File: config.mk
export PLATFORM = sky130hd
export DESIGN_NAME = range_gate_ema_filter_core
export DESIGN_NICKNAME = d
export VERILOG_FILES = /design/src/rtl/core/rgef_pkg.sv /design/src/rtl/core/range_gate_ema_filter_core.sv
export SDC_FILE = /design/constraint.sdc
export NUM_CORES = 1
export LEC_CHECK = 0
export ABC_AREA = 1
export BUFFER_PORTS_ARGS = -buffer_cell sky130_fd_sc_hd__buf_4
export CORE_UTILIZATION = 60
export DETAILED_ROUTE_END_ITERATION = 7
export GPL_TIMING_DRIVEN = 1
export PLACE_DENSITY = 0.78
export SLEW_MARGIN = 15
export SYNTH_ARGS = -nofsm -noshare
export SYNTH_HDL_FRONTEND = slang
export SYNTH_SLANG_ARGS = --single-unit
File: constraint.sdc
create_clock -name clk -period 10.1 [get_ports clk]
set_input_delay 0 -clock clk [delete_from_list [all_inputs] [get_ports clk]]
set_output_delay 0 -clock clk [all_outputs]
set_load 0.05 [all_outputs]
File: src/rtl/core/rgef_pkg.sv
// rgef_pkg: shared constants and register codes for the range gate / EMA filter core.
// No dependencies; imported by range_gate_ema_filter_core.
`timescale 1ns / 1ps

package rgef_pkg;

  // Channel and fixed-point set-up
  localparam int NUM_CHANNELS = 3;
  localparam int FRAC_BITS    = 8;

  // Field widths
  localparam int CH_W     = 2;
  localparam int RAW_W    = 16;
  localparam int STS_W    = 8;
  localparam int OFF_W    = 10;
  localparam int ALPHA_W  = 9;
  localparam int LIM_W    = 12;
  localparam int DIST_W   = 13;
  localparam int CFG_IDX_W  = 3;
  localparam int CFG_DATA_W = 12;

  // Corrected distance: raw plus signed offset, with sign headroom
  localparam int CORR_W = RAW_W + 2;
  // Filter state: 12 integer bits plus fraction
  localparam int FILT_W = LIM_W + FRAC_BITS;
  // alpha (made signed) times signed difference
  localparam int PROD_W = (ALPHA_W + 1) + (FILT_W + 1);

  // alpha is Q1.8
  localparam int ALPHA_FRAC = 8;
  localparam logic [ALPHA_W-1:0] ALPHA_ONE = ALPHA_W'(1 << ALPHA_FRAC);
  localparam int ALPHA_HALF = 1 << (ALPHA_FRAC - 1);

  localparam logic [STS_W-1:0]  STATUS_PHASE_FAIL = STS_W'(4);
  localparam logic [DIST_W-1:0] DIST_REJECT       = '1;
  localparam logic [DIST_W-1:0] DIST_MAX          = DIST_W'(4095);

  // Reset values of the configuration registers
  localparam logic [ALPHA_W-1:0] ALPHA_RST = ALPHA_W'(128);
  localparam logic [LIM_W-1:0]   MIN_RST   = LIM_W'(20);
  localparam logic [LIM_W-1:0]   MAX_RST   = LIM_W'(2000);

  // Channel numbers
  localparam logic [CH_W-1:0] CH_LEFT  = CH_W'(0);
  localparam logic [CH_W-1:0] CH_FRONT = CH_W'(1);
  localparam logic [CH_W-1:0] CH_RIGHT = CH_W'(2);

  // Configuration register indexes
  typedef enum logic [CFG_IDX_W-1:0] {
    REG_LEFT_OFFSET  = 3'd0,
    REG_FRONT_OFFSET = 3'd1,
    REG_RIGHT_OFFSET = 3'd2,
    REG_ALPHA        = 3'd3,
    REG_MIN_DIST     = 3'd4,
    REG_MAX_DIST     = 3'd5
  } cfg_reg_t;

endpackage

File: src/rtl/core/range_gate_ema_filter_core.sv
// range_gate_ema_filter_core: validity gate and per-channel EMA filter for range samples.
// Depends on rgef_pkg.
`timescale 1ns / 1ps

// Takes one range sample per transfer (raw range and status in in_tdata, channel in
// in_tuser), adds the channel offset, rejects phase-failure status, out-of-range
// distances and unknown channels (distance -1, valid 0, filter untouched), seeds the
// channel filter on its first good sample and otherwise blends the sample in with
// weight alpha/256, and returns the filter rounded half up to whole millimetres.
// Accepts one sample per clock while the result stream is not stalled; a sample passes
// through the input register, the combinational gate/filter update and the result
// register in that order. Samples for the same channel may follow back to back, since the
// filter state is written on the edge that loads the result. cfg_ready is always high.
module range_gate_ema_filter_core (
  input  logic                          clk,
  input  logic                          rst_n,
  // input stream
  input  logic                          in_tvalid,
  output logic                          in_tready,
  input  logic [23:0]                   in_tdata,   // [15:0] raw_range_mm, [23:16] range_status
  input  logic [rgef_pkg::CH_W-1:0]     in_tuser,   // [1:0] sensor_index
  // result stream
  output logic                          out_tvalid,
  input  logic                          out_tready,
  output logic [15:0]                   out_tdata,  // [12:0] distance_mm, [15:13] zero
  output logic [2:0]                    out_tuser,  // [1:0] sensor_index_out, [2] reading_valid
  // configuration writes
  input  logic                          cfg_valid,
  output logic                          cfg_ready,
  input  logic [rgef_pkg::CFG_IDX_W-1:0]  cfg_index,
  input  logic [rgef_pkg::CFG_DATA_W-1:0] cfg_data
);

  import rgef_pkg::*;

  // Configuration registers
  logic signed [OFF_W-1:0] off_left_r, off_front_r, off_right_r;
  logic [ALPHA_W-1:0]      alpha_r;
  logic [LIM_W-1:0]        min_r, max_r;

  // Input register
  logic             s1_vld_r;
  logic [CH_W-1:0]  s1_ch_r;
  logic [RAW_W-1:0] s1_raw_r;
  logic [STS_W-1:0] s1_sts_r;

  // Per-channel filter state
  logic [FILT_W-1:0]       filt_r [NUM_CHANNELS];
  logic [NUM_CHANNELS-1:0] seeded_r;

  // Result register
  logic              out_vld_r;
  logic [CH_W-1:0]   out_ch_r;
  logic [DIST_W-1:0] out_dist_r;
  logic              out_ok_r;

  logic advance;
  logic in_xfer;

  logic signed [OFF_W-1:0]  ch_off;
  logic signed [CORR_W-1:0] corr;
  logic                     ch_ok, sample_ok;
  logic [FILT_W-1:0]        sample, f_cur, f_nxt;
  logic [ALPHA_W-1:0]       alpha_c;
  logic signed [FILT_W:0]   diff;
  logic signed [PROD_W-1:0] prod, prod_rnd, step;
  logic signed [FILT_W:0]   f_upd;
  logic [FILT_W:0]          rnd_sum;
  logic [DIST_W-1:0]        dist_nxt;

  // Handshakes
  assign advance   = !out_vld_r || out_tready;
  assign in_tready = !s1_vld_r || advance;
  assign in_xfer   = in_tvalid && in_tready;
  assign cfg_ready = 1'b1;

  // Configuration writes; unknown indexes are dropped
  always_ff @(posedge clk) begin
    if (!rst_n) begin
      off_left_r  <= '0;
      off_front_r <= '0;
      off_right_r <= '0;
      alpha_r     <= ALPHA_RST;
      min_r       <= MIN_RST;
      max_r       <= MAX_RST;
    end else if (cfg_valid) begin
      case (cfg_index)
        REG_LEFT_OFFSET:  off_left_r  <= cfg_data[OFF_W-1:0];
        REG_FRONT_OFFSET: off_front_r <= cfg_data[OFF_W-1:0];
        REG_RIGHT_OFFSET: off_right_r <= cfg_data[OFF_W-1:0];
        REG_ALPHA:        alpha_r     <= cfg_data[ALPHA_W-1:0];
        REG_MIN_DIST:     min_r       <= cfg_data[LIM_W-1:0];
        REG_MAX_DIST:     max_r       <= cfg_data[LIM_W-1:0];
        default: ;
      endcase
    end
  end

  // Input register
  always_ff @(posedge clk) begin
    if (!rst_n) begin
      s1_vld_r <= 1'b0;
    end else if (in_tready) begin
      s1_vld_r <= in_tvalid;
    end
  end

  always_ff @(posedge clk) begin
    if (in_xfer) begin
      s1_ch_r  <= in_tuser;
      s1_raw_r <= in_tdata[RAW_W-1:0];
      s1_sts_r <= in_tdata[RAW_W +: STS_W];
    end
  end

  // Offset select; channels without a register get none
  always_comb begin
    case (s1_ch_r)
      CH_LEFT:  ch_off = off_left_r;
      CH_FRONT: ch_off = off_front_r;
      CH_RIGHT: ch_off = off_right_r;
      default:  ch_off = '0;
    endcase
  end

  // Gate
  assign corr  = signed'({2'b00, s1_raw_r}) + CORR_W'(ch_off);
  assign ch_ok = 32'(s1_ch_r) < NUM_CHANNELS;
  assign sample_ok = ch_ok && (s1_sts_r != STATUS_PHASE_FAIL)
                  && (corr >= signed'({{(CORR_W-LIM_W){1'b0}}, min_r}))
                  && (corr <= signed'({{(CORR_W-LIM_W){1'b0}}, max_r}));

  // Filter update, written as f + a*(s - f)/256 with the half-up rounding term
  assign sample  = {corr[LIM_W-1:0], {FRAC_BITS{1'b0}}};
  assign f_cur   = filt_r[s1_ch_r];
  assign alpha_c = (alpha_r > ALPHA_ONE) ? ALPHA_ONE : alpha_r;
  assign diff    = signed'({1'b0, sample}) - signed'({1'b0, f_cur});
  assign prod    = signed'({1'b0, alpha_c}) * diff;
  assign prod_rnd = prod + signed'(PROD_W'(ALPHA_HALF));
  assign step    = prod_rnd >>> ALPHA_FRAC;
  assign f_upd   = signed'({1'b0, f_cur}) + step[FILT_W:0];
  assign f_nxt   = seeded_r[s1_ch_r] ? f_upd[FILT_W-1:0] : sample;

  // Round half up to whole millimetres
  assign rnd_sum  = {1'b0, f_nxt} + (FILT_W+1)'(1 << (FRAC_BITS - 1));
  assign dist_nxt = sample_ok ? rnd_sum[FRAC_BITS +: DIST_W] : DIST_REJECT;

  // Filter state, written as the result is loaded
  always_ff @(posedge clk) begin
    if (!rst_n) begin
      seeded_r <= '0;
    end else if (s1_vld_r && advance && sample_ok) begin
      seeded_r[s1_ch_r] <= 1'b1;
    end
  end

  always_ff @(posedge clk) begin
    if (s1_vld_r && advance && sample_ok) begin
      filt_r[s1_ch_r] <= f_nxt;
    end
  end

  // Result register
  always_ff @(posedge clk) begin
    if (!rst_n) begin
      out_vld_r <= 1'b0;
    end else if (advance) begin
      out_vld_r <= s1_vld_r;
    end
  end

  always_ff @(posedge clk) begin
    if (advance && s1_vld_r) begin
      out_ch_r   <= s1_ch_r;
      out_dist_r <= dist_nxt;
      out_ok_r   <= sample_ok;
    end
  end

  assign out_tvalid = out_vld_r;
  assign out_tdata  = {{(16-DIST_W){1'b0}}, out_dist_r};
  assign out_tuser  = {out_ok_r, out_ch_r};

`ifndef NO_ASSERTIONS
  // A rejected result always carries the reject code
  a_reject_code: assert property (@(posedge clk) disable iff (!rst_n)
    out_vld_r && !out_ok_r |-> out_dist_r == DIST_REJECT)
    else $error("rejected result without reject code");

  // An accepted result never exceeds the top of the distance range
  a_valid_range: assert property (@(posedge clk) disable iff (!rst_n)
    out_vld_r && out_ok_r |-> out_dist_r <= DIST_MAX)
    else $error("accepted distance out of range");

  // The filter update stays within the 12-bit integer range
  a_filter_bound: assert property (@(posedge clk) disable iff (!rst_n)
    s1_vld_r && sample_ok && seeded_r[s1_ch_r] |-> f_upd >= 0 && f_upd[FILT_W] == 1'b0)
    else $error("filter update left its range");

  // Seeded channels stay seeded
  a_seed_hold: assert property (@(posedge clk) disable iff (!rst_n)
    $past(rst_n) |-> $countones(seeded_r) >= $past($countones(seeded_r)))
    else $error("channel lost its seed");

  // Input is only held off while the input register is occupied
  a_ready: assert property (@(posedge clk) disable iff (!rst_n)
    !in_tready |-> s1_vld_r && out_vld_r)
    else $error("input stalled with room available");
`endif

endmodule

==> out/results.md <==
## Critical path
• 49 — number of cell instances on the worst register-to-register path
• reg2reg — critical path class
• flop — critical path capture point type
• 0.54 ns — delay of the slowest cell on the worst path
• 10.28 ns — CP required
• fa_1 — Worst path slowest cell
• flop — critical path launch point type
• 9.83 ns — Critical Path AT
• 6 — critical path peak fanout
• s1_ch_r[1]$_DFFE_PP_ — launch point of the critical path
• s1_ch_r[1]$_DFFE_PP_ — critical register-to-register path startpoint

## Placement
• 34.03 mm — HPWL after detailed placement
• 63 — count of buffers inserted at the top-level ports
• 2512 — Placed Cells incl. Taps
• 0.9650 — final weighted congestion in routability-driven placement
• 0.01757 mm2 — placement-stage cell area
• -0.1038 ns — post-placement setup slack

## Timing
• 9.657 ns — Final Critical Period
• 0 — number of failing setup endpoints in the final timing report
• 0 — number of hold-slack violations in the final timing report
• 0.02086 ns — worst-case clock skew
• 103.6 MHz — Highest Clock Rate
• 95.61% — post-route clock period utilization
• 31.63% — headroom to the max-slew limit
• 0 — final max-slew violation count
• 0.4431 ns — least setup slack across all paths after layout
• 1.024 ns — transition at the pin with the smallest max-transition slack
• 0.02473 ns — final hold slack

## Cells and area
• 2567 — fin nets
• 15.59% — share of cells above drive strength 1
• 2037 — fill count
• 17.18% — Layout Area Growth over Synthesis
• 2617 — final cell count without fillers
• 0 — antenna diode count
• 0.01948 mm2 — post-layout instance area

## Global routing
• 65 — maximum number of pins on one net before global-route repair
• 31.83% — combined global-route utilization of all metal layers
• 1 — antenna violations before repair
• 70.90 mm — wire length of the first global-routing pass
• 0 — GR Overflow Total
• 14570 — vias in the first global route

## Clock network
• 17 — number of clock buffers inserted by TritonCTS
• yes — TritonCTS clock tree
• 4 — H-tree depth reported by CTS
• clkbuf_16 — clock tree root driver cell
• 172 — total number of clock tree sinks
• 0.45 ns — clock latency on the worst-skew pair
• 0.08 ns — clock transition at the registers of the reported paths
• 2 — buffers from clock root to sink, at most

## Drt
• 0 — # DRC
• 0 — remaining number of nets flagged by the antenna check after routing
• 44.57 mm — total detailed-routing wirelength
• 17.03 um — WL/cell
• 5.557 — Via-to-Cell Ratio
• 7 — first-pass detailed-route iteration total
• 1236 — DR iter-0 viols
• 14540 — detailed-route via count

## Flow run
• 0 — max cap viols

## Synth
• nand2_1, inv_1, nor2_1, fa_1, ha_1 — synth cell count leaders
• 102 — Post-synth EDFFs
• edfxtp_1 — biggest area consumer among synthesized cells
• nand2_1 — most frequently used cell type in the post-synthesis netlist
• 0 — synth warn
• 172 — number of flip-flops and latches in the synthesized netlist
• 0.01662 mm2 — cell area after synthesis
• edfxtp_1 — most used flip-flop cell after synthesis
• 0% — post-synthesis async set-or-reset flop share
• 26.85% — sequential element share of the synthesized area
• 57 — synth unique cells
• 18.42% — proportion of netlist area held by the largest area contributor
• 2086 — Syn Inst Count
• edfxtp_1, fa_1, ha_1 — ranking of synthesized cells by area
• 7.970 um2 — Mapped Avg Cell Area

## Worst hold path
• rst_n — startpoint of the tightest hold check path
• 2 — hold path cells
• in2reg — hold crit path type

## Die
• 168.5 um — die height
• 68 — I/O Pins
• 168.5 um — die width
• 0.02710 mm2 — core region area
• 0.02838 mm2 — full die area
• 60 — standard-cell rows
• 61.34% — initial standard-cell utilization of the core

## Power
• 61.0% — portion of total power attributed to combinational logic
• 1725 uW — NetSw
• 0.1558 mV — VDD IR-drop max
• 0.009477 uW — reported leakage power
• 190.5 mW/mm2 — total power per unit cell area
• 1985 uW — internal power summed over all cells
• 46.50% — switching share of power
• 18.1% — share of power burned in the clock network
• 20.9% — Reg power frac
• 3710 uW — total power

## Outcome
• complete, no violations — run status

## cell families (layout without fill, tap and decap cells)
family | Yosys count | in the layout | share of synthesized area [%]
adders and majority gates | 289 | 289 | 28.39
xor gates and xnor gates | 62 | 62 | 3.266
DFF | 172 | 172 | 26.85
and+or+nand+nor | 862 | 862 | 21.86
buffers and inverters | 445 | 602 | 10.60
other | 2 | 4 | 0.04517
AOI/OAI and AO/OA | 254 | 254 | 8.986
## per-stage QoR
stage	utilization [%]	setup TNS, ns
after floorplan	-	0
after global placement	64.84	0
after detailed placement	64.84	-0.1416
after CTS	68.80	0
after global routing	71.88	-0.2033
final	71.88	0
## flip-flops by register name (all words and copies together) (netlist names), 8 cells and up, named ones only
name and count:
out_dist_r 13, alpha_r 9, s1_raw_r 16, s1_sts_r 8
max_r 12, off_right_r 10, off_front_r 10, min_r 12
off_left_r 10, filt_r 60
## worst max-delay path, delay by kind of cell, from the launching register on
family	cells	cell delay (ns)
DFF	1	0.52
and+or+nand+nor	23	2.74
AOI/OAI and AO/OA	7	1.13
xor gates and xnor gates	2	0.45
adders and majority gates	9	3.91
buffers and inverters	8	0.61
## layer usage
layer  GRT usage (%)  vias up  wire length, um
li1                -     6872                -
met2           56.97      574            22470
met4           14.31        0             1923
met5               0        -                0
met1           38.00     6963            17440
met3           4.536      133             2736
## layout by cell type (no fill, tap or decap), drive strengths merged
cell type and n:
nand2 420, inv 400, nor2 265, fa 147, ha 142, buf 130
nand3 113, o21ai 105, edfxtp 102, a21oi 86, dfxtp 70, xor2 42
dlygate4sd3 41, or2 26, xnor2 20, clkbuf 18, o211ai 16, nand4 14
nor3 14, o21bai 14, clkinv 12, o21a 7, a21o 6, a31oi 6
nand3b 5, conb 4, nor4 4, a31o 3, a211oi 3, a22oi 2
a221oi 2, clkinvlp 1, a41oi 1, and2 1, a21boi 1, o2111ai 1
o31ai 1
## worst paths after layout
check                                      end  slack (ns)
setup / recovery  out_dist_r[11]$_SDFFCE_PN1P_        0.44
setup reg to reg  out_dist_r[11]$_SDFFCE_PN1P_        0.44
hold reg to reg       seeded_r[2]$_SDFFE_PN0P_        0.46
hold / removal         alpha_r[7]$_SDFFE_PN1P_        0.02
## power by group through the flow
stage / clock network (uW) / logic [uW] / registers (uW)
after floorplan: 0 / 1480 / 791
after global placement: 0 / 1910 / 788
after detailed placement: 0 / 1950 / 789
after CTS: 675 / 1990 / 773
after global routing: 702 / 2510 / 775
final: 671 / 2270 / 774
## cell type report
| type | instances | area (um2) | share of cell area [%] |
|---|---|---|---|
| Clock buffer | 18 | 439.2 | 2.254 |
| Clock inverter | 14 | 172.7 | 0.8863 |
| Inverter | 399 | 1504 | 7.720 |
| Multi-Input combinational cell | 1471 | 11050 | 56.71 |
| Sequential cell | 172 | 4464 | 22.92 |
| Tap cell | 372 | 465.4 | 2.389 |
| Timing Repair Buffer | 171 | 1388 | 7.123 |
## timing repair
item                                    in CTS  in global routing
hold endpoints to repair                    93                  0
pin swaps                                    0                 54
resized for setup                            8                131
gates cloned                                 0                  1
hold buffers                                41                  0
buffers inserted                             3                 28
endpoints found under the setup margin       4                 23
Note: power is estimated with default switching activity, not from simulation.
